--- config.mk ---
export PLATFORM = sky130hd
export DESIGN_NAME = imu_dr_mul
export DESIGN_NICKNAME = d
export VERILOG_FILES = /design/src/hdl/imu_dead_reckoning_2d_unit_macros.svh /design/src/hdl/imu_dr_pkg.sv /design/src/hdl/imu_dr_mul.sv
export SDC_FILE = /design/constraint.sdc
export NUM_CORES = 2
export LEC_CHECK = 0
export BUFFER_PORTS_ARGS = -buffer_cell sky130_fd_sc_hd__buf_4
export CAP_MARGIN = 20
export CORE_ASPECT_RATIO = 1.25
export CORE_UTILIZATION = 60
export DETAILED_ROUTE_END_ITERATION = 8
export GPL_TIMING_DRIVEN = 1
export PLACE_DENSITY = 0.8
export SLEW_MARGIN = 25
export SYNTH_ARGS = -nofsm -noshare
export SYNTH_HDL_FRONTEND = slang
export SYNTH_SLANG_ARGS = --single-unit
--- constraint.sdc ---
create_clock -name clk -period 5.9 [get_ports clk]
set_input_delay 0.295 -clock clk [delete_from_list [all_inputs] [get_ports clk]]
set_output_delay 0.295 -clock clk [all_outputs]
set_load 0.005 [all_outputs]
--- src/hdl/imu_dead_reckoning_2d_unit_macros.svh ---
// Assertion shorthands shared by the dead reckoning unit and its divider.
// Each expects clk and rst_n in scope.
`ifndef IMU_DEAD_RECKONING_2D_UNIT_MACROS_SVH
`define IMU_DEAD_RECKONING_2D_UNIT_MACROS_SVH

// Consequent holds in the same cycle as the antecedent.
`define IMU_DR_ASSERT_SAME(label, ante, cons, msg) \
    label: assert property (@(posedge clk) disable iff (!rst_n) (ante) |-> (cons)) \
        else $error(msg);

// Consequent holds in the cycle after the antecedent.
`define IMU_DR_ASSERT_NEXT(label, ante, cons, msg) \
    label: assert property (@(posedge clk) disable iff (!rst_n) (ante) |=> (cons)) \
        else $error(msg);

`endif

--- src/hdl/imu_dr_pkg.sv ---
`default_nettype none
package imu_dr_pkg;

    typedef logic signed [31:0] q16_t;

    typedef struct packed {
        logic signed [15:0] accel_x_raw;
        logic signed [15:0] accel_y_raw;
        logic [15:0]        elapsed_ms;
    } sample_t;

    typedef struct packed {
        q16_t position_x;
        q16_t position_y;
        q16_t velocity_x;
        q16_t velocity_y;
    } result_t;

    localparam int unsigned CFG_IDX_W  = 3;
    localparam int unsigned CFG_DATA_W = 24;

    typedef logic [CFG_IDX_W-1:0] cfg_idx_t;

    typedef struct packed {
        cfg_idx_t              reg_index;
        logic [CFG_DATA_W-1:0] wr_data;
    } cfg_write_t;

    localparam cfg_idx_t REG_BIAS_X          = 3'd0;
    localparam cfg_idx_t REG_BIAS_Y          = 3'd1;
    localparam cfg_idx_t REG_ACCEL_GAIN      = 3'd2;
    localparam cfg_idx_t REG_DEADBAND        = 3'd3;
    localparam cfg_idx_t REG_DRIFT_THRESHOLD = 3'd4;
    localparam cfg_idx_t REG_DRIFT_LIMIT     = 3'd5;

    localparam logic [23:0] GAIN_RESET      = 24'd10039;
    localparam logic [19:0] DEADBAND_RESET  = 20'd4588;
    localparam logic [19:0] THRESHOLD_RESET = 20'd655;
    localparam logic [7:0]  LIMIT_RESET     = 8'd10;
    localparam logic [7:0]  COUNT_MAX       = 8'hFF;

    // Shared multiplier operand and product widths
    localparam int unsigned MUL_A_W = 33;
    localparam int unsigned MUL_B_W = 25;
    localparam int unsigned PROD_W  = 49;

    // Time step divide: (x * ms) / 2000 with rounding
    localparam int unsigned TIME_DIV  = 2000;
    localparam int unsigned TIME_HALF = TIME_DIV / 2;
    localparam int unsigned REM_W     = $clog2(TIME_DIV);
    localparam int unsigned DVD_W     = 52;
    localparam int unsigned DIV_STEPS = 4;
    localparam int unsigned DIV_ITER  = DVD_W / DIV_STEPS;
    localparam int unsigned DIV_CNT_W = $clog2(DIV_ITER);
    localparam int unsigned QUO_W     = 38;

    localparam int unsigned WIDE_W = 50;

    function automatic q16_t sat32(input logic signed [WIDE_W-1:0] v);
        logic signed [WIDE_W-1:0] hi;
        logic signed [WIDE_W-1:0] lo;
        hi = WIDE_W'(64'sd2147483647);
        lo = WIDE_W'(-64'sd2147483648);
        if (v > hi)
            return 32'sh7FFF_FFFF;
        else if (v < lo)
            return 32'sh8000_0000;
        else
            return v[31:0];
    endfunction

endpackage
`default_nettype wire

--- src/hdl/imu_dr_mul.sv ---
`default_nettype none
module imu_dr_mul import imu_dr_pkg::*;
(
    input  wire logic                       clk,
    input  wire logic signed [MUL_A_W-1:0]  op_a,
    input  wire logic signed [MUL_B_W-1:0]  op_b,
    output logic signed [PROD_W-1:0]        prod_reg
);

    logic signed [MUL_A_W+MUL_B_W-1:0] full;

    assign full = op_a * op_b;

    // Operands never need more than PROD_W bits of product
    always_ff @(posedge clk)
    begin
        prod_reg <= full[PROD_W-1:0];
    end

endmodule
`default_nettype wire

# ---- Word level (Yosys, flattened, before mapping)
# Cells that the tools add are included.
dict set report word_totals {
  input_bits 59
  output_inout_bits 49
  register_bits 49
  word_cells 2
}
dict set report classes {
  n_mul 1
}
# operator count
set ops {}
lappend ops {{multiplier 33 x 25 -> 49 bit} 1}

# ---- Longest topological paths before layout
dict set report depth {
  ltp_word 1
  ltp_mapped 26
  depth_no_buf 25
}

# ---- Worst setup path before layout
# OpenSTA, ideal clock, no wires.
dict set report synth_timing {
  path_kind {input port to flip-flop}
  start {input port op_a[30]}
  end {register prod_reg[48]}
  n_path_buf 2
  setup_time_ns 0.072
  setup_slack_ns -0.565
  t_required_ns 5.828
  cell_stages 25
  arrival_time_ns 6.393
  path_cell_list {clkbuf_1 > clkbuf_1 > nand2_1 > fa_1 > inv_1 > fa_1 > fa_1 > inv_1 > fa_1 > inv_1 > fa_1 > fa_1 > inv_1 > fa_1 > inv_1 > ha_1 > and3_1 > and3_1 > o211ai_1 > a31oi_1 > nor2_1 > o311ai_1 > nor2_1 > a21oi_1 > xnor2_1}
}
dict set report synth_between {
  elab_chain_len 1
}
# item line_no
set synth_rtl {}
lappend synth_rtl {{start, declared} imu_dr_mul.sv:5} ;# input wire logic signed [MUL_A_W-1:0] op_a,
lappend synth_rtl {{multiplier 33 x 25 -> 49 bit} imu_dr_mul.sv:12} ;# assign full = op_a * op_b;
lappend synth_rtl {{named net full[48]} imu_dr_mul.sv:10} ;# logic signed [MUL_A_W+MUL_B_W-1:0] full;
lappend synth_rtl {{end signal, assigned} imu_dr_mul.sv:17} ;# prod_reg <= full[PROD_W-1:0];
lappend synth_rtl {{end, declared} imu_dr_mul.sv:7} ;# output logic signed [PROD_W-1:0] prod_reg
# The timed path passes the listed nets, and every way through them passes these cells.

# ---- Final worst setup path
dict set report layout_timing {
  start {input port op_a[19]}
  end {register prod_reg[46]}
}
# Same word-level chain as after synthesis.

==> impl_metrics.tcl <==
set metrics [dict create \
    dp.cells 3713 \
    avgSynthCellArea_um2 9.304 \
    syn-cell-area_um2 26710 \
    antenna_found_initial 3 \
    cts_hold_buf 0 \
    layout_commonest_cell "fa_1" \
    grt_pass1_vias 24800 \
    ant_nets 0 \
    dr.pass1.iters 6 \
    synth_compound_area_frac 0.03649 \
    hold_viol 0 \
    cts_root_buf "clkbuf_16" \
    setup_viol 22 \
    layout-drive-gt1-share 0.2217 \
    timing.hold.ws_ns 0.2441 \
    rsz0062_at_grt "true" \
    hold_class "input port to flip-flop" \
    synth_top_family_by_area "adder cells" \
    synth.distinct_cells 52 \
    grt_max_degree 34 \
    synth_cells 2871 \
    synth_edf_count 0 \
    max_slew_margin 0.6400 \
    async_flop_share 0 \
    synth-adder-area-share 0.6212 \
    cp_data_required_time_ns 6.18 \
    crit_arrival_ns 6.63 \
    synth_seq_cells 49 \
    die_y_um 237.9 \
    fin_area_um2 32480 \
    min_to "prod_reg[0]" \
    syn_to_final_growth_pct 21.60 \
    cpMostUsedCell "fa_1" \
    cts_tree "built" \
    utilization 0.7380 \
    failed_checks "setup timing" \
    gp_congestion 0.9648 \
    viasPerCell 5.627 \
    rows 86 \
    hpwl_um 64060 \
    synth_top_flop_cell "dfxtp_1" \
    fmax_mhz 157.3 \
    layout.cells.non_filler 3777 \
    worstMarginPinSlew_ns 0.5264 \
    place_area_um2 30480 \
    ios 108 \
    hold_path_depth 2 \
    synth_seq_area_share 0.03672 \
    nNetsFinal 4144 \
    start_util 0.6069 \
    crit_path_max_incr_delay_ns 0.57 \
    drc 0 \
    muxShareOfSynthArea 0 \
    final_cell_mix "fa_1 (697), inv_1 (694), nand2_1 (407), buf_4 (367), and2_1 (332)" \
    layout_setup_ws_ns -0.4568 \
    drt_iter0_drc 1452 \
    syn-num-nets 3814 \
    core_um2 44010 \
    setup.worst_path.end_class "flip-flop" \
    die_w_um 190.7 \
    worst_path_max_delay_cell "fa_1" \
    maxSlewViolCount 0 \
    fillers 2801 \
    routed_wl_um 79680 \
    critical_path_class "input port to flip-flop" \
    critPathBufInv 8 \
    h-tree-depth 2 \
    largest_reg_flops 49 \
    grtUsageTotal 0.3687 \
    yosys.area_share.simple 0.1612 \
    cp-start-kind "input port" \
    fp.dieArea_um2 45370 \
    status "complete, but fails checks" \
    cts_buffer_depth 2 \
    timing.final.crit_share 1.077 \
    critical_path_peak_fanout 15 \
    synth-xor-area-share 0.02263 \
    clock-sinks 49 \
    period_needed_ns 6.357 \
    ys_warn_count 0 \
    routedWlPerCell_um 21.10 \
    io_buffers 107 \
    clk_pin_slew_ns 0.10 \
    globalRouteOverflowTotal 0 \
    cts_buffers 5 \
    grt_pass1_wl_um 125500 \
    maxCapViolations 0 \
    hold_start "op_a[0]" \
    dr_total_vias 21250 \
    path_delay_family "adder cells" \
]
## cell usage after synthesis, types with 6 or more instances
| master | instances | area share |
|---|---|---|
| fa_1 | 737 | 0.55 |
| inv_1 | 726 | 0.10 |
| nand2_1 | 422 | 0.059 |
| and2_1 | 366 | 0.086 |
| ha_1 | 147 | 0.069 |
| clkbuf_1 | 140 | 0.020 |
| xnor2_1 | 53 | 0.017 |
| dfxtp_1 | 49 | 0.037 |
| a21oi_1 | 34 | 0.0064 |
| nor2_1 | 25 | 0.0035 |
| a21o_1 | 22 | 0.0062 |
| nor2b_1 | 20 | 0.0047 |
| xor2_1 | 16 | 0.0052 |
| o21ai_0 | 15 | 0.0028 |
| o21bai_1 | 9 | 0.0025 |
| a211oi_1 | 8 | 0.0022 |
| nand2b_1 | 8 | 0.0019 |
| nor3_1 | 6 | 0.0011 |
| o21a_1 | 6 | 0.0017 |
## layout make-up
cell class              count  area, µm²  area share
multi-input cells        1956      23690      0.7292
repair buffers            463       4213      0.1297
inverters                 726       2725     0.08390
well taps                 572      715.7     0.02203
flip-flops and latches     49      980.9     0.03020
diodes                      3      7.507   0.0002311
clock buffers               6      138.9    0.004276
clock inverters             2      13.76   0.0004237
## per-stage QoR
step | TNS (ns) | setup slack [ns]
2_1_floorplan | -0.3495 | -0.1148
3_3_place_gp | -16.37 | -1.169
3_5_place_dp | -19.58 | -1.322
4_1_cts | -4.671 | -0.5421
5_1_grt | -9.086 | -0.5844
6_report | -5.500 | -0.4568
## layer usage
layer,global-route usage,wire length [µm],up-vias
li1,-,-,8811
met1,0.3716,24670,10820
met2,0.6500,41310,1110
met3,0.06060,5182,507
met4,0.3319,8520,0
met5,0,0,-
## what timing repair did
action                     CTS  global route
hold endpoints to repair     0             0
buffers inserted            29            34
setup endpoints to repair   23            28
gates resized for setup    160           177
gates cloned                 1             2
pin swaps                  108           121
## cell families (layout without fill, tap and decap cells)
kind of cell / after synthesis / in the layout
fa+ha+maj: 884 / 884
xor+xnor: 69 / 69
compound gates: 135 / 135
other cells: 0 / 3
simple gates: 868 / 868
buf+inv: 866 / 1197
flops: 49 / 49
## worst max path at each step
| stage | startpoint | to | slack, ns | depth (start not counted) |
|---|---|---|---|---|
| after floorplan | op_a[7] | prod_reg[47] | -0.11 | 24 |
| after detailed placement | op_b[10] | prod_reg[48] | -1.32 | 25 |
| after CTS | op_a[7] | prod_reg[45] | -0.54 | 25 |
| final | op_a[19] | prod_reg[46] | -0.46 | 25 |
| after global routing | op_a[7] | prod_reg[38] | -0.58 | 28 |
| after global placement | op_b[10] | prod_reg[48] | -1.17 | 25 |
Power is left out: the tool's default activity adds up to more than one toggle a clock period on the data nets, which glitch-free logic cannot reach.
