==> src/hdl/imu_dead_reckoning_2d_unit_macros.svh <==
// Assertion shorthands shared by the dead reckoning unit and its divider.
// Each expects clk and rst_n in scope.
`ifndef IMU_DEAD_RECKONING_2D_UNIT_MACROS_SVH
`define IMU_DEAD_RECKONING_2D_UNIT_MACROS_SVH

// Consequent holds in the same cycle as the antecedent.
`define IMU_DR_ASSERT_SAME(label, ante, cons, msg) \
    label: assert property (@(posedge clk) disable iff (!rst_n) (ante) |-> (cons)) \
        else $error(msg);

// Consequent holds in the cycle after the antecedent.
`define IMU_DR_ASSERT_NEXT(label, ante, cons, msg) \
    label: assert property (@(posedge clk) disable iff (!rst_n) (ante) |=> (cons)) \
        else $error(msg);

`endif

==> src/hdl/imu_dr_pkg.sv <==
`default_nettype none
package imu_dr_pkg;

    typedef logic signed [31:0] q16_t;

    typedef struct packed {
        logic signed [15:0] accel_x_raw;
        logic signed [15:0] accel_y_raw;
        logic [15:0]        elapsed_ms;
    } sample_t;

    typedef struct packed {
        q16_t position_x;
        q16_t position_y;
        q16_t velocity_x;
        q16_t velocity_y;
    } result_t;

    localparam int unsigned CFG_IDX_W  = 3;
    localparam int unsigned CFG_DATA_W = 24;

    typedef logic [CFG_IDX_W-1:0] cfg_idx_t;

    typedef struct packed {
        cfg_idx_t              reg_index;
        logic [CFG_DATA_W-1:0] wr_data;
    } cfg_write_t;

    localparam cfg_idx_t REG_BIAS_X          = 3'd0;
    localparam cfg_idx_t REG_BIAS_Y          = 3'd1;
    localparam cfg_idx_t REG_ACCEL_GAIN      = 3'd2;
    localparam cfg_idx_t REG_DEADBAND        = 3'd3;
    localparam cfg_idx_t REG_DRIFT_THRESHOLD = 3'd4;
    localparam cfg_idx_t REG_DRIFT_LIMIT     = 3'd5;

    localparam logic [23:0] GAIN_RESET      = 24'd10039;
    localparam logic [19:0] DEADBAND_RESET  = 20'd4588;
    localparam logic [19:0] THRESHOLD_RESET = 20'd655;
    localparam logic [7:0]  LIMIT_RESET     = 8'd10;
    localparam logic [7:0]  COUNT_MAX       = 8'hFF;

    // Shared multiplier operand and product widths
    localparam int unsigned MUL_A_W = 33;
    localparam int unsigned MUL_B_W = 25;
    localparam int unsigned PROD_W  = 49;

    // Time step divide: (x * ms) / 2000 with rounding
    localparam int unsigned TIME_DIV  = 2000;
    localparam int unsigned TIME_HALF = TIME_DIV / 2;
    localparam int unsigned REM_W     = $clog2(TIME_DIV);
    localparam int unsigned DVD_W     = 52;
    localparam int unsigned DIV_STEPS = 4;
    localparam int unsigned DIV_ITER  = DVD_W / DIV_STEPS;
    localparam int unsigned DIV_CNT_W = $clog2(DIV_ITER);
    localparam int unsigned QUO_W     = 38;

    localparam int unsigned WIDE_W = 50;

    function automatic q16_t sat32(input logic signed [WIDE_W-1:0] v);
        logic signed [WIDE_W-1:0] hi;
        logic signed [WIDE_W-1:0] lo;
        hi = WIDE_W'(64'sd2147483647);
        lo = WIDE_W'(-64'sd2147483648);
        if (v > hi)
            return 32'sh7FFF_FFFF;
        else if (v < lo)
            return 32'sh8000_0000;
        else
            return v[31:0];
    endfunction

endpackage
`default_nettype wire

==> src/hdl/imu_dr_div.sv <==
`default_nettype none
`include "imu_dead_reckoning_2d_unit_macros.svh"
module imu_dr_div import imu_dr_pkg::*;
(
    input  wire logic             clk,
    input  wire logic             rst_n,
    input  wire logic             start,
    input  wire logic [DVD_W-1:0] dividend,
    output logic                  done,
    output logic [QUO_W-1:0]      quotient
);

    localparam logic [REM_W:0]       DIVISOR  = (REM_W + 1)'(TIME_DIV);
    localparam logic [DIV_CNT_W-1:0] CNT_LAST = DIV_CNT_W'(DIV_ITER - 1);

    logic                 busy_reg;
    logic                 done_reg;
    logic [DIV_CNT_W-1:0] cnt_reg;
    logic [REM_W-1:0]     rem_reg;
    logic [DVD_W-1:0]     dvd_reg;
    logic [REM_W:0]       step_rem;
    logic [DVD_W-1:0]     step_dvd;

    // Restoring division, DIV_STEPS quotient bits a cycle; quotient shifts in behind
    always_comb
    begin
        step_rem = {1'b0, rem_reg};
        step_dvd = dvd_reg;
        for (int i = 0; i < DIV_STEPS; i++)
        begin
            step_rem = {step_rem[REM_W-1:0], step_dvd[DVD_W-1]};
            step_dvd = {step_dvd[DVD_W-2:0], 1'b0};
            if (step_rem >= DIVISOR)
            begin
                step_rem    = step_rem - DIVISOR;
                step_dvd[0] = 1'b1;
            end
        end
    end

    always_ff @(posedge clk or negedge rst_n)
    begin
        if (!rst_n)
        begin
            busy_reg <= 1'b0;
            done_reg <= 1'b0;
            cnt_reg  <= '0;
        end
        else
        begin
            done_reg <= busy_reg && (cnt_reg == CNT_LAST);
            if (start)
            begin
                busy_reg <= 1'b1;
                cnt_reg  <= '0;
            end
            else if (busy_reg)
            begin
                cnt_reg <= cnt_reg + 1'b1;
                if (cnt_reg == CNT_LAST)
                    busy_reg <= 1'b0;
            end
        end
    end

    always_ff @(posedge clk)
    begin
        if (start)
        begin
            rem_reg <= '0;
            dvd_reg <= dividend;
        end
        else if (busy_reg)
        begin
            rem_reg <= step_rem[REM_W-1:0];
            dvd_reg <= step_dvd;
        end
    end

    assign done     = done_reg;
    assign quotient = dvd_reg[QUO_W-1:0];

    `IMU_DR_ASSERT_NEXT(a_div_start_busy, start, busy_reg, "divider did not go busy on start")
    `IMU_DR_ASSERT_SAME(a_div_done_idle, done_reg, !busy_reg, "divider done while still busy")
    `IMU_DR_ASSERT_NEXT(a_div_last_done, busy_reg && cnt_reg == CNT_LAST && !start, done_reg, "divider missed its done pulse")

endmodule
`default_nettype wire

==> config.mk <==
export PLATFORM = sky130hd
export DESIGN_NAME = imu_dr_div
export DESIGN_NICKNAME = d
export VERILOG_FILES = /design/src/hdl/imu_dr_pkg.sv /design/src/hdl/imu_dr_div.sv
export VERILOG_INCLUDE_DIRS = /design/src /design/src/hdl
export SDC_FILE = /design/constraint.sdc
export NUM_CORES = 1
export LEC_CHECK = 0
export ABC_AREA = 1
export ABC_CLOCK_PERIOD_IN_PS = 3600
export BUFFER_PORTS_ARGS = -buffer_cell sky130_fd_sc_hd__buf_2
export CORE_MARGIN = 3
export CORE_UTILIZATION = 50
export DETAILED_ROUTE_END_ITERATION = 8
export PLACE_DENSITY = 0.75
export SKIP_CTS_REPAIR_TIMING = 1
export SLEW_MARGIN = 15
export SYNTH_ARGS = -nofsm -noshare
export SYNTH_HDL_FRONTEND = slang
export SYNTH_SLANG_ARGS = --single-unit
==> constraint.sdc <==
create_clock -name clk -period 3.6 [get_ports clk]
set_clock_uncertainty 0.2 [all_clocks]
set_input_delay 0.18 -clock clk [delete_from_list [all_inputs] [get_ports clk]]
set_output_delay 0.18 -clock clk [all_outputs]
set_load 0.05 [all_outputs]
==> Word-level counts from Yosys, hierarchy flattened <==
Cells that the tools add are included.
{ "totals": {"register_bits": 69, "out_inout_bits": 39, "wordCells": 32} }
{ "classes": {"n_addsub": 5, "magnitude_cmp": 4, "eq_ne": 1, "muxes": 15, "reduce_logical": 2} }
{ "op_table": {"columns": ["operator", "n"], "rows": [
  ["two-way mux 52 bit", 2],
  ["greater-or-equal comparator 12 x 11 -> 1 bit (second input constant)", 4],
  ["two-way mux 11 bit", 4],
  ["subtractor 11 bit (second input constant)", 4],
  ["two-way mux 4 bit", 2],
  ["two-way mux 1 bit", 7],
  ["adder 4 x 1 -> 4 bit (second input constant)", 1],
  ["== test 4 bit (second input constant)", 1],
  ["nonzero test 2 bit", 1],
  ["logical AND 1 bit", 1]
]} }

==> Depth between registers and ports, before layout <==
Gate-level depths: netlist (run 1).
{ "logic_depth": {"depth_word": 10, "ltp_mapped": 29, "depth_no_buf": 29} }

==> Worst setup path after synthesis (run 1) <==
No wires, ideal clock.
{ "synth_path": {"kind": "register to register", "startpoint": "reg rem_reg[3]", "endpoint": "reg rem_reg[9]", "setup_time_ps": 109, "arrival_ps": 2640, "required_time_ps": 3291, "slack_ps": 651, "path_stages_with_launch": 28, "n_path_buf": 0, "synth_period_minus_slack_ps": 2949, "cell_sequence": "dfxtp_1 inv_1 ha_1 nor2_4 a21boi_1 nand2_1 nand2_1 inv_2 nor2_1 nand2_1 inv_1 nand2_2 nand3_1 nand2_2 nor2_4 nand2_1 inv_2 nand3_1 nand2_1 nand2_1 nand2_2 nand2_1 nor2_2 nand2_2 nand3_1 nand3_1 nand2_1 inv_1"} }
{ "synth_between": {"elab_chain_cells": 8, "word_cells_on_any_way": 12, "classes_between": "4 x add/sub; 4 x order compare; 4 x mux"} }
{ "synth_rtl": {"columns": ["element", "line", "text"], "rows": [
  ["from (decl)", "imu_dr_div.sv:19", "logic [REM_W-1:0] rem_reg;"],
  ["from (signal assigned)", "imu_dr_div.sv:75", "rem_reg <= step_rem[REM_W-1:0];"],
  ["subtractor 11 bit / greater-or-equal comparator 12 x 11 -> 1 bit (equally long branches)", "imu_dr_div.sv:35, imu_dr_div.sv:33", null],
  ["two-way mux 11 bit *", "imu_dr_div.sv:33", "if (step_rem >= DIVISOR)"],
  ["subtractor 11 bit / greater-or-equal comparator 12 x 11 -> 1 bit (equally long branches)", "imu_dr_div.sv:35, imu_dr_div.sv:33", null],
  ["two-way mux 11 bit *", "imu_dr_div.sv:33", null],
  ["subtractor 11 bit / greater-or-equal comparator 12 x 11 -> 1 bit (equally long branches)", "imu_dr_div.sv:35, imu_dr_div.sv:33", null],
  ["two-way mux 11 bit *", "imu_dr_div.sv:33", null],
  ["subtractor 11 bit / greater-or-equal comparator 12 x 11 -> 1 bit (equally long branches)", "imu_dr_div.sv:35, imu_dr_div.sv:33", null],
  ["two-way mux 11 bit *", "imu_dr_div.sv:33", null]
]} }
Every way passes the cells marked *; elsewhere a longest branch is shown, timed or not.
A chain may end at the register's enable or synchronous reset.

==> Worst setup path in the final report (run 1) <==
Same ends and word-level chain as after synthesis.

==> flow_summary.json, run 1 <==
{
  "status": "complete, but fails checks",
  "failed_checks": "hold timing",
  "worstMarginPinSlew_ns": 0.829,
  "grt_first_pass_wirelength_um": 13800,
  "hold_class": "in -> reg",
  "power_frac_comb_pct": 43.6,
  "cp.arrival_ns": 3.29,
  "synthCells": 511,
  "place_hpwl_um": 6310,
  "cp-end-kind": "register",
  "crit_family": "simple AND/OR/NAND/NOR gates",
  "p_sw_w": 0.00128,
  "cp_num_buf_inv": 3,
  "seqPwrFrac_pct": 34.1,
  "seq_area_frac_synth_pct": 47.3,
  "area_delta_synth_final_pct": 25.5,
  "grt_util_all_layers_pct": 18.9,
  "period_needed_ns": 3.25,
  "synth_nets": 570,
  "maxSlewHeadroom_pct": 44.6,
  "die_x_um": 96.4,
  "dieArea_um2": 9300,
  "r2r_cells": 27,
  "hold_viol": 1,
  "critical_path.max_fanout": 7,
  "cts_num_sinks": 69,
  "rows": 32,
  "worst_path_most_repeated_cell": "nand2_1",
  "p_clk_share_pct": 22.3,
  "crit_slowest_cell": "dfxtp_1",
  "grt_max_degree": 48,
  "switching_share_pct": 41.8,
  "drv_slew": 0,
  "cp.required_ns": 3.64,
  "clock_path_buffers": 2,
  "initial_core_util_pct": 52.1,
  "fp.dieH_um": 96.4,
  "worstSkewPairLatency_ns": 0.34,
  "hold_depth": 3,
  "routed_wirelength_um": 9580,
  "cts_root_buf": "clkbuf_8",
  "antenna_found_initial": 0,
  "n_fill_cell": 636,
  "setup_viol": 0,
  "netlist_area_um2": 4090,
  "worst-path-stages": 27,
  "r2r-start": "rem_reg[3]$_SDFFE_PP0P_",
  "hp-start": "dividend[3]",
  "setup_tns_ns": 0,
  "largest_reg_flops": 52,
  "vias_per_cell": 4.84,
  "drive_gt1_share_pct": 26.8,
  "tritoncts": "built",
  "power_leakage_nw": 2.59,
  "worstSetupStartpointType": "register",
  "grt_pass1_vias": 3008,
  "slowest_delay_ns": 0.34,
  "h-tree-depth": 3,
  "vdd_drop_max_mv": 0.303,
  "io_pins": 94,
  "drt_iter0_drc": 223,
  "fin_util_pct": 65.4,
  "hold_path_end": "dvd_reg[3]$_DFFE_PP_",
  "mostFrequentLayoutCell": "nand2_1",
  "antenna_cells": 0,
  "core_um2": 7850,
  "r2r-end": "rem_reg[9]$_SDFFE_PP0P_",
  "max_cap_viol_count": 0,
  "dr.pass1.iters": 4,
  "internal-power_w": 0.00178,
  "syn_avg_cell_area_um2": 8.00,
  "criticalPathCategory": "reg -> reg",
  "synth_cell_type_count": 35,
  "fin_crit_sh_pct": 90.4,
  "post_drt_wl_per_cell_um": 13.2,
  "yosysWarnings": 0,
  "vias": 3523,
  "ys_seq_elements": 69,
  "fmax_mhz": 307,
  "gp_congestion": 0.947,
  "setup_ws_ns": 0.347,
  "p_per_area_nw_per_um2": 598,
  "fin_cells": 728,
  "r2r_slack_ns": 0.35,
  "drc": 0,
  "hold_slack_ns": -0.00489,
  "dp_cells": 659,
  "cts-buffers-inserted": 9,
  "layout_common_cells": "nand2_1 (227), buf_2 (93), edfxtp_1 (52), dlygate4sd3_1 (52), inv_1 (30)",
  "layout.nets": 680,
  "overflow": 0,
  "io_buffers": 93,
  "post-place-ws_ns": 0.291,
  "ant_nets": 0,
  "cts.clk_slew.worst_paths_ns": 0.08
}
-- synthesized netlist by cell type --
cell / number / area [µm²]
a21boi_1: 1 / 7.51
a21oi_1: 5 / 25.0
a21oi_4: 1 / 16.3
a31o_2: 1 / 8.76
a31oi_1: 5 / 31.3
and2_1: 1 / 6.26
buf_1: 1 / 3.75
buf_4: 38 / 285
clkbuf_1: 11 / 41.3
dfrtp_1: 6 / 150
dfxtp_1: 11 / 220
edfxtp_1: 52 / 1560
ha_1: 4 / 50.1
inv_1: 32 / 120
inv_2: 11 / 41.3
nand2_1: 227 / 852
nand2_2: 16 / 100
nand2_4: 3 / 33.8
nand3_1: 29 / 145
nand3_2: 5 / 50.1
nand3_4: 2 / 35.0
nand3b_1: 1 / 7.51
nand4_1: 1 / 6.26
nor2_1: 18 / 67.6
nor2_2: 3 / 18.8
nor2_4: 3 / 33.8
nor3_4: 1 / 16.3
o21ai_0: 8 / 40.0
o21ai_1: 3 / 15.0
o21ai_2: 3 / 26.3
o21ai_4: 1 / 16.3
o21bai_1: 1 / 7.51
o22ai_1: 2 / 12.5
xnor2_1: 1 / 8.76
xor2_1: 3 / 26.3
-- metal layers --
layer  GRT usage [%]  wire (µm)  vias to the layer above
met1            26.6       4340                     1609
met2            28.6       4620                      102
li1                -          -                     1806
met5               0          0                        -
met4            5.96         65                        0
met3            5.03        545                        6
-- worst max-delay path by stage --
| stage | start | endpoint | slack [ns] |
|---|---|---|---|
| after floorplan | rem_reg[3]$_SDFFE_PP0P_ | rem_reg[9]$_SDFFE_PP0P_ | 0.65 |
| after global placement | rem_reg[3]$_SDFFE_PP0P_ | rem_reg[9]$_SDFFE_PP0P_ | 0.30 |
| after detailed placement | rem_reg[3]$_SDFFE_PP0P_ | rem_reg[4]$_SDFFE_PP0P_ | 0.29 |
| after CTS | rem_reg[3]$_SDFFE_PP0P_ | rem_reg[9]$_SDFFE_PP0P_ | 0.27 |
| after global routing | rem_reg[3]$_SDFFE_PP0P_ | rem_reg[4]$_SDFFE_PP0P_ | -0.01 |
| final | rem_reg[3]$_SDFFE_PP0P_ | rem_reg[9]$_SDFFE_PP0P_ | 0.35 |
-- power by group through the flow --
stage / clock network, W / registers (W) / logic [W]
global placement: 0 / 0.00106 / 0.00125
finish: 0.000684 / 0.00105 / 0.00134
CTS: 0.000700 / 0.00104 / 0.00127
floorplan: 0 / 0.00104 / 0.00109
global route: 0.000730 / 0.00106 / 0.00148
detailed placement: 0 / 0.00106 / 0.00127
-- cell type report --
class / count / area, µm² / area share [%]
Multi-Input combinational cell: 349 / 1680 / 32.7
Timing Repair Buffer: 149 / 1020 / 19.8
Clock buffer: 9 / 124 / 2.42
Inverter: 43 / 161 / 3.15
Tap cell: 102 / 128 / 2.49
Clock inverter: 7 / 90.1 / 1.76
Sequential cell: 69 / 1930 / 37.7
-- per-stage QoR --
step	power, W	area [µm²]
6_report	0.00307	5130
5_1_grt	0.00327	5130
4_1_cts	0.00301	4590
3_5_place_dp	0.00232	4370
3_3_place_gp	0.00230	4370
2_1_floorplan	0.00213	4090
-- logic make-up (layout without fill, tap and decap cells) --
| kind of cell | Yosys count | after routing | share of synthesized area [%] |
|---|---|---|---|
| AO/OA/AOI/OAI | 31 | 31 | 5.05 |
| buffers and inverters | 93 | 208 | 12.0 |
| adder cells (fa/ha/maj) | 4 | 4 | 1.22 |
| flip-flops | 69 | 69 | 47.3 |
| XOR/XNOR | 4 | 4 | 0.857 |
| AND/OR/NAND/NOR | 310 | 310 | 33.6 |
-- worst min-delay path, stage by stage --
cell     delay (ns)
buf_2          0.08
nor2_1         0.04
a31oi_1        0.12
(Power assumes the default switching activity.)
==> run 2: changes to the inputs <==
- CORE_UTILIZATION: 50 -> 54
- CTS_CLUSTER_DIAMETER: unset -> 40
- PLACE_DENSITY: 0.75 -> 0.8
==> flow_summary.json, run 2 (synthesized netlist as in run 1, its figures left out) <==
{
  "status": "complete, but fails checks",
  "failed_checks": "hold timing",
  "period_needed_ns": 3.30,
  "drv_slew": 0,
  "drive_gt1_share_pct": 27.3,
  "hold_viol": 1,
  "ant_nets": 0,
  "vias": 3770,
  "fin_crit_sh_pct": 91.6,
  "post_drt_wl_per_cell_um": 15.6,
  "rows": 31,
  "worstSkewPairLatency_ns": 0.35,
  "routed_wirelength_um": 11200,
  "cp.arrival_ns": 3.34,
  "h-tree-depth": 3,
  "grt_first_pass_wirelength_um": 14500,
  "area_delta_synth_final_pct": 25.5,
  "hold_slack_ns": -0.00271,
  "p_total_w": 0.00312,
  "layout.nets": 677,
  "dieArea_um2": 8650,
  "highest_layer": "met4",
  "maxSlewHeadroom_pct": 51.2,
  "io_buffers": 93,
  "core_um2": 7290,
  "vias_per_cell": 5.22,
  "antenna_found_initial": 0,
  "tritoncts": "built",
  "worstMarginPinSlew_ns": 0.732,
  "clock_path_buffers": 2,
  "gp_congestion": 0.881,
  "cts_root_buf": "clkbuf_8",
  "met3_length_um": 766,
  "power_leakage_nw": 2.61,
  "cts_num_sinks": 69,
  "initial_core_util_pct": 56.1,
  "vdd_drop_max_mv": 0.393,
  "largest_reg_flops": 52,
  "layout_common_cells": "nand2_1 (226), buf_2 (93), edfxtp_1 (52)",
  "drt_iter0_drc": 327,
  "worstSetupStartpointType": "register",
  "critical_path.max_fanout": 6,
  "die_x_um": 93.0,
  "setup_viol": 0,
  "fp.dieH_um": 93.0,
  "grt_util_all_layers_pct": 21.3,
  "p_per_area_nw_per_um2": 609,
  "grt_max_degree": 47,
  "cp.required_ns": 3.64,
  "fmax_mhz": 303,
  "cts.clk_slew.worst_paths_ns": 0.07,
  "io_pins": 94,
  "route.met2.wl_um": 5780,
  "overflow": 0,
  "mostFrequentLayoutCell": "nand2_1",
  "wl_met1_um": 4340,
  "hold_class": "in -> async",
  "grt_pass1_vias": 3126,
  "place_hpwl_um": 6450,
  "cts-buffers-inserted": 9,
  "criticalPathCategory": "reg -> reg",
  "antenna_cells": 0,
  "drc": 0,
  "cp-end-kind": "register",
  "max_cap_viol_count": 0,
  "fin_util_pct": 70.4,
  "dr.pass1.iters": 5
}
## run 2: power by group
| group | switching [W] | internal, W | total (W) |
|---|---|---|---|
| clock | 0.000301 | 0.000409 | 0.000710 |
| sequential | 0.0000831 | 0.000973 | 0.00106 |
| combinational | 0.000934 | 0.000422 | 0.00136 |
## run 2: stage by stage
| step | instance area [µm²] | instances | setup TNS, ns | setup slack [ns] |
|---|---|---|---|---|
| global route | 5130 | 722 | -0.0317 | -0.0160 |
| finish | 5130 | 722 | 0 | 0.301 |
| CTS | 4600 | 672 | 0 | 0.193 |
| floorplan | 4090 | 511 | 0 | 0.651 |
| global placement | 4380 | 656 | 0 | 0.313 |
| detailed placement | 4380 | 656 | 0 | 0.221 |
## run 2: area by class of cell
class	instances	area (µm²)
clock inverters	4	72.6
multi-input cells	349	1690
inverters	43	161
well taps	99	124
repair buffers	146	1000
flip-flops and latches	69	1940
clock buffers	12	145
fillers	542	2160
## run 2: final timing paths
path / start / cells past startpoint / endpoint / slack, ns
setup / recovery: rem_reg[3]$_SDFFE_PP0P_ / 27 / rem_reg[4]$_SDFFE_PP0P_ / 0.30
hold / removal: rst_n / 2 / cnt_reg[3]$_DFFE_PN0P_ / -0.003
setup reg to reg: rem_reg[3]$_SDFFE_PP0P_ / 27 / rem_reg[4]$_SDFFE_PP0P_ / 0.30
hold reg to reg: dvd_reg[48]$_DFFE_PP_ / 2 / rem_reg[0]$_SDFFE_PP0P_ / 0.25
max in group asynchronous: rst_n / 2 / cnt_reg[1]$_DFFE_PN0P_ / 3.06
min in group clk: dividend[2] / 3 / dvd_reg[2]$_DFFE_PP_ / 0
## run 2: metal layers
| metal | GRT usage (%) | vias up |
|---|---|---|
| li1 | - | 1800 |
| met1 | 28.7 | 1753 |
| met2 | 32.3 | 189 |
| met3 | 5.87 | 28 |
| met4 | 9.52 | 0 |
| met5 | 0 | - |
## run 2: critical path: stages, from the launching register on
cell and delay (ns):
dfxtp_1 0.40, inv_2 0.10, ha_4 0.18, nor2_4 0.14, a21boi_2 0.20, nand2_1 0.07
nand2_1 0.07, inv_2 0.06, nor2_1 0.10, nand2_1 0.07, inv_1 0.06, nand2_2 0.11
nand3_1 0.11, nand2_2 0.11, nor2_4 0.12, nand2_1 0.08, inv_2 0.09, nand3_1 0.07
nand2_1 0.07, nand2_1 0.05, nand2_2 0.11, nand2_1 0.07, nor2_2 0.13, nand2_2 0.10
nand3_1 0.08, nand3_1 0.10, nand2_1 0.09, inv_1 0.04
==> run 3: changes to the inputs <==
- GPL_TIMING_DRIVEN: unset -> 0
==> flow_summary.json, run 3 (synthesized netlist as in run 1, its figures left out) <==
{
  "crit_family": "simple AND/OR/NAND/NOR gates",
  "initial_core_util_pct": 56.1,
  "antenna_cells": 0,
  "worstSkewPairLatency_ns": 0.34,
  "grt_pass1_vias": 3371,
  "h-tree-depth": 3,
  "period_needed_ns": 3.28,
  "hold_slack_ns": -0.00626,
  "drt_iter0_drc": 258,
  "critical_path.max_fanout": 8,
  "post_drt_wl_per_cell_um": 13.8,
  "largest_reg_flops": 52,
  "setup_tns_ns": 0,
  "r2r_cells": 24,
  "cp.arrival_ns": 3.23,
  "cts_num_sinks": 69,
  "grt_first_pass_wirelength_um": 14700,
  "cts-buffers-inserted": 9,
  "status": "complete, but fails checks",
  "worst_path_most_repeated_cell": "nand2_1",
  "io_buffers": 92,
  "cts_root_buf": "clkbuf_8",
  "p_per_area_nw_per_um2": 556,
  "worstMarginPinSlew_ns": 0.604,
  "die_x_um": 93.0,
  "crit_slowest_cell": "dfxtp_1",
  "antenna_found_initial": 0,
  "slowest_delay_ns": 0.37,
  "fmax_mhz": 305,
  "fin_crit_sh_pct": 91.2,
  "core_um2": 7290,
  "failed_checks": "hold timing",
  "drv_slew": 0,
  "setup_viol": 0,
  "cp-end-kind": "register",
  "clock_path_buffers": 2,
  "area_delta_synth_final_pct": 32.4,
  "vdd_drop_max_mv": 0.361,
  "rows": 31,
  "dr.pass1.iters": 5,
  "dieArea_um2": 8650,
  "max_cap_viol_count": 0,
  "tritoncts": "built",
  "maxSlewHeadroom_pct": 59.6,
  "cp_num_buf_inv": 3,
  "worst-path-stages": 24,
  "cp.required_ns": 3.55,
  "vias": 3867,
  "vias_per_cell": 5.01,
  "place_hpwl_um": 6870,
  "routed_wirelength_um": 10700,
  "layout_common_cells": "nand2_1 (226), buf_2 (92), edfxtp_1 (52)",
  "gp_congestion": 0.900,
  "mostFrequentLayoutCell": "nand2_1",
  "grt_util_all_layers_pct": 21.1,
  "grt_max_degree": 38,
  "drive_gt1_share_pct": 31.1,
  "drc": 0,
  "path_cells": "inv_2 > ha_4 > nor2_4 > a21boi_4 > nand2_1 > nand2_1 > inv_2 > nor2_1 > nand2_1 > inv_1 > nand2_2 > nand2_2 > nand2_1 > nand2_2 > nor2_4 > nand3_4 > nand2_4 > nand3_2 > nand2_1 > nand2_4 > nand2_1 > nor2_2 > nand2_2 > a31oi_1",
  "hold_viol": 7,
  "criticalPathCategory": "reg -> reg",
  "cts.clk_slew.worst_paths_ns": 0.07,
  "power_leakage_nw": 2.78,
  "fp.dieH_um": 93.0,
  "io_pins": 94,
  "layout.nets": 728,
  "overflow": 0,
  "ant_nets": 0,
  "hold_class": "in -> async",
  "worstSetupStartpointType": "register"
}
==> run 3: report_power, final <==
part           leakage, nW  switching [W]  total (W)  internal [W]
Sequential           0.740      0.0000789    0.00105      0.000972
Combinational         1.95       0.000938    0.00142      0.000485
Clock               0.0856       0.000293   0.000536      0.000243
Total                 2.78        0.00131    0.00301       0.00170
==> run 3: metal layers <==
metal / global-route usage (%) / vias up / wire, µm
li1: - / 1911 / -
met1: 27.9 / 1778 / 4340
met2: 33.5 / 155 / 5490
met3: 5.71 / 23 / 638
met4: 7.33 / 0 / 206
met5: 0 / - / 0
==> run 3: path summary, 6_finish.rpt <==
kind / to / slack (ns) / startpoint
worst max-delay path: dvd_reg[0]$_DFFE_PP_ / 0.32 / rem_reg[3]$_SDFFE_PP0P_
worst min-delay path: done$_DFF_PN0_ / -0.006 / rst_n
worst max register to register: dvd_reg[0]$_DFFE_PP_ / 0.32 / rem_reg[3]$_SDFFE_PP0P_
worst min register to register: rem_reg[0]$_SDFFE_PP0P_ / 0.26 / dvd_reg[48]$_DFFE_PP_
max in group asynchronous: cnt_reg[3]$_DFFE_PN0P_ / 3.06 / rst_n
min in group clk: dvd_reg[3]$_DFFE_PP_ / -0.01 / dividend[3]
==> run 3: area by class of cell <==
type                       count  area, µm²
buffer                        50        330
clock buffer                  10        128
clock inverter                 5       28.8
fill                         541       1880
inverter                      43        161
multi-input combinational    349       1700
sequential                    69       1930
tap                           99        124
timing repair buffer         147       1010
==> run 3: worst register-to-register path: stages, from the launching register on <==
cell      delay (ns)
dfxtp_1         0.37
inv_2           0.08
ha_4            0.18
nor2_4          0.15
a21boi_4        0.21
nand2_1         0.08
nand2_1         0.08
inv_2           0.07
nor2_1          0.10
nand2_1         0.07
inv_1           0.07
nand2_2         0.09
nand2_2         0.10
nand2_1         0.07
nand2_2         0.11
nor2_4          0.05
nand3_4         0.10
nand2_4         0.09
nand3_2         0.06
nand2_1         0.08
nand2_4         0.13
nand2_1         0.09
nor2_2          0.16
nand2_2         0.09
a31oi_1         0.21
==> run 3: metrics by stage <==
stage / utilization [%] / total power, W / std cells / area [µm²] / worst slack, ns
after global placement: 64.1 / 0.00236 / 702 / 4670 / 0.343
after detailed placement: 64.3 / 0.00240 / 703 / 4690 / 0.223
after CTS: 66.5 / 0.00292 / 718 / 4850 / 0.203
after global routing: 74.2 / 0.00321 / 772 / 5410 / -0.0319
after floorplan: - / 0.00213 / 511 / 4090 / 0.651
final: 74.2 / 0.00301 / 772 / 5410 / 0.317
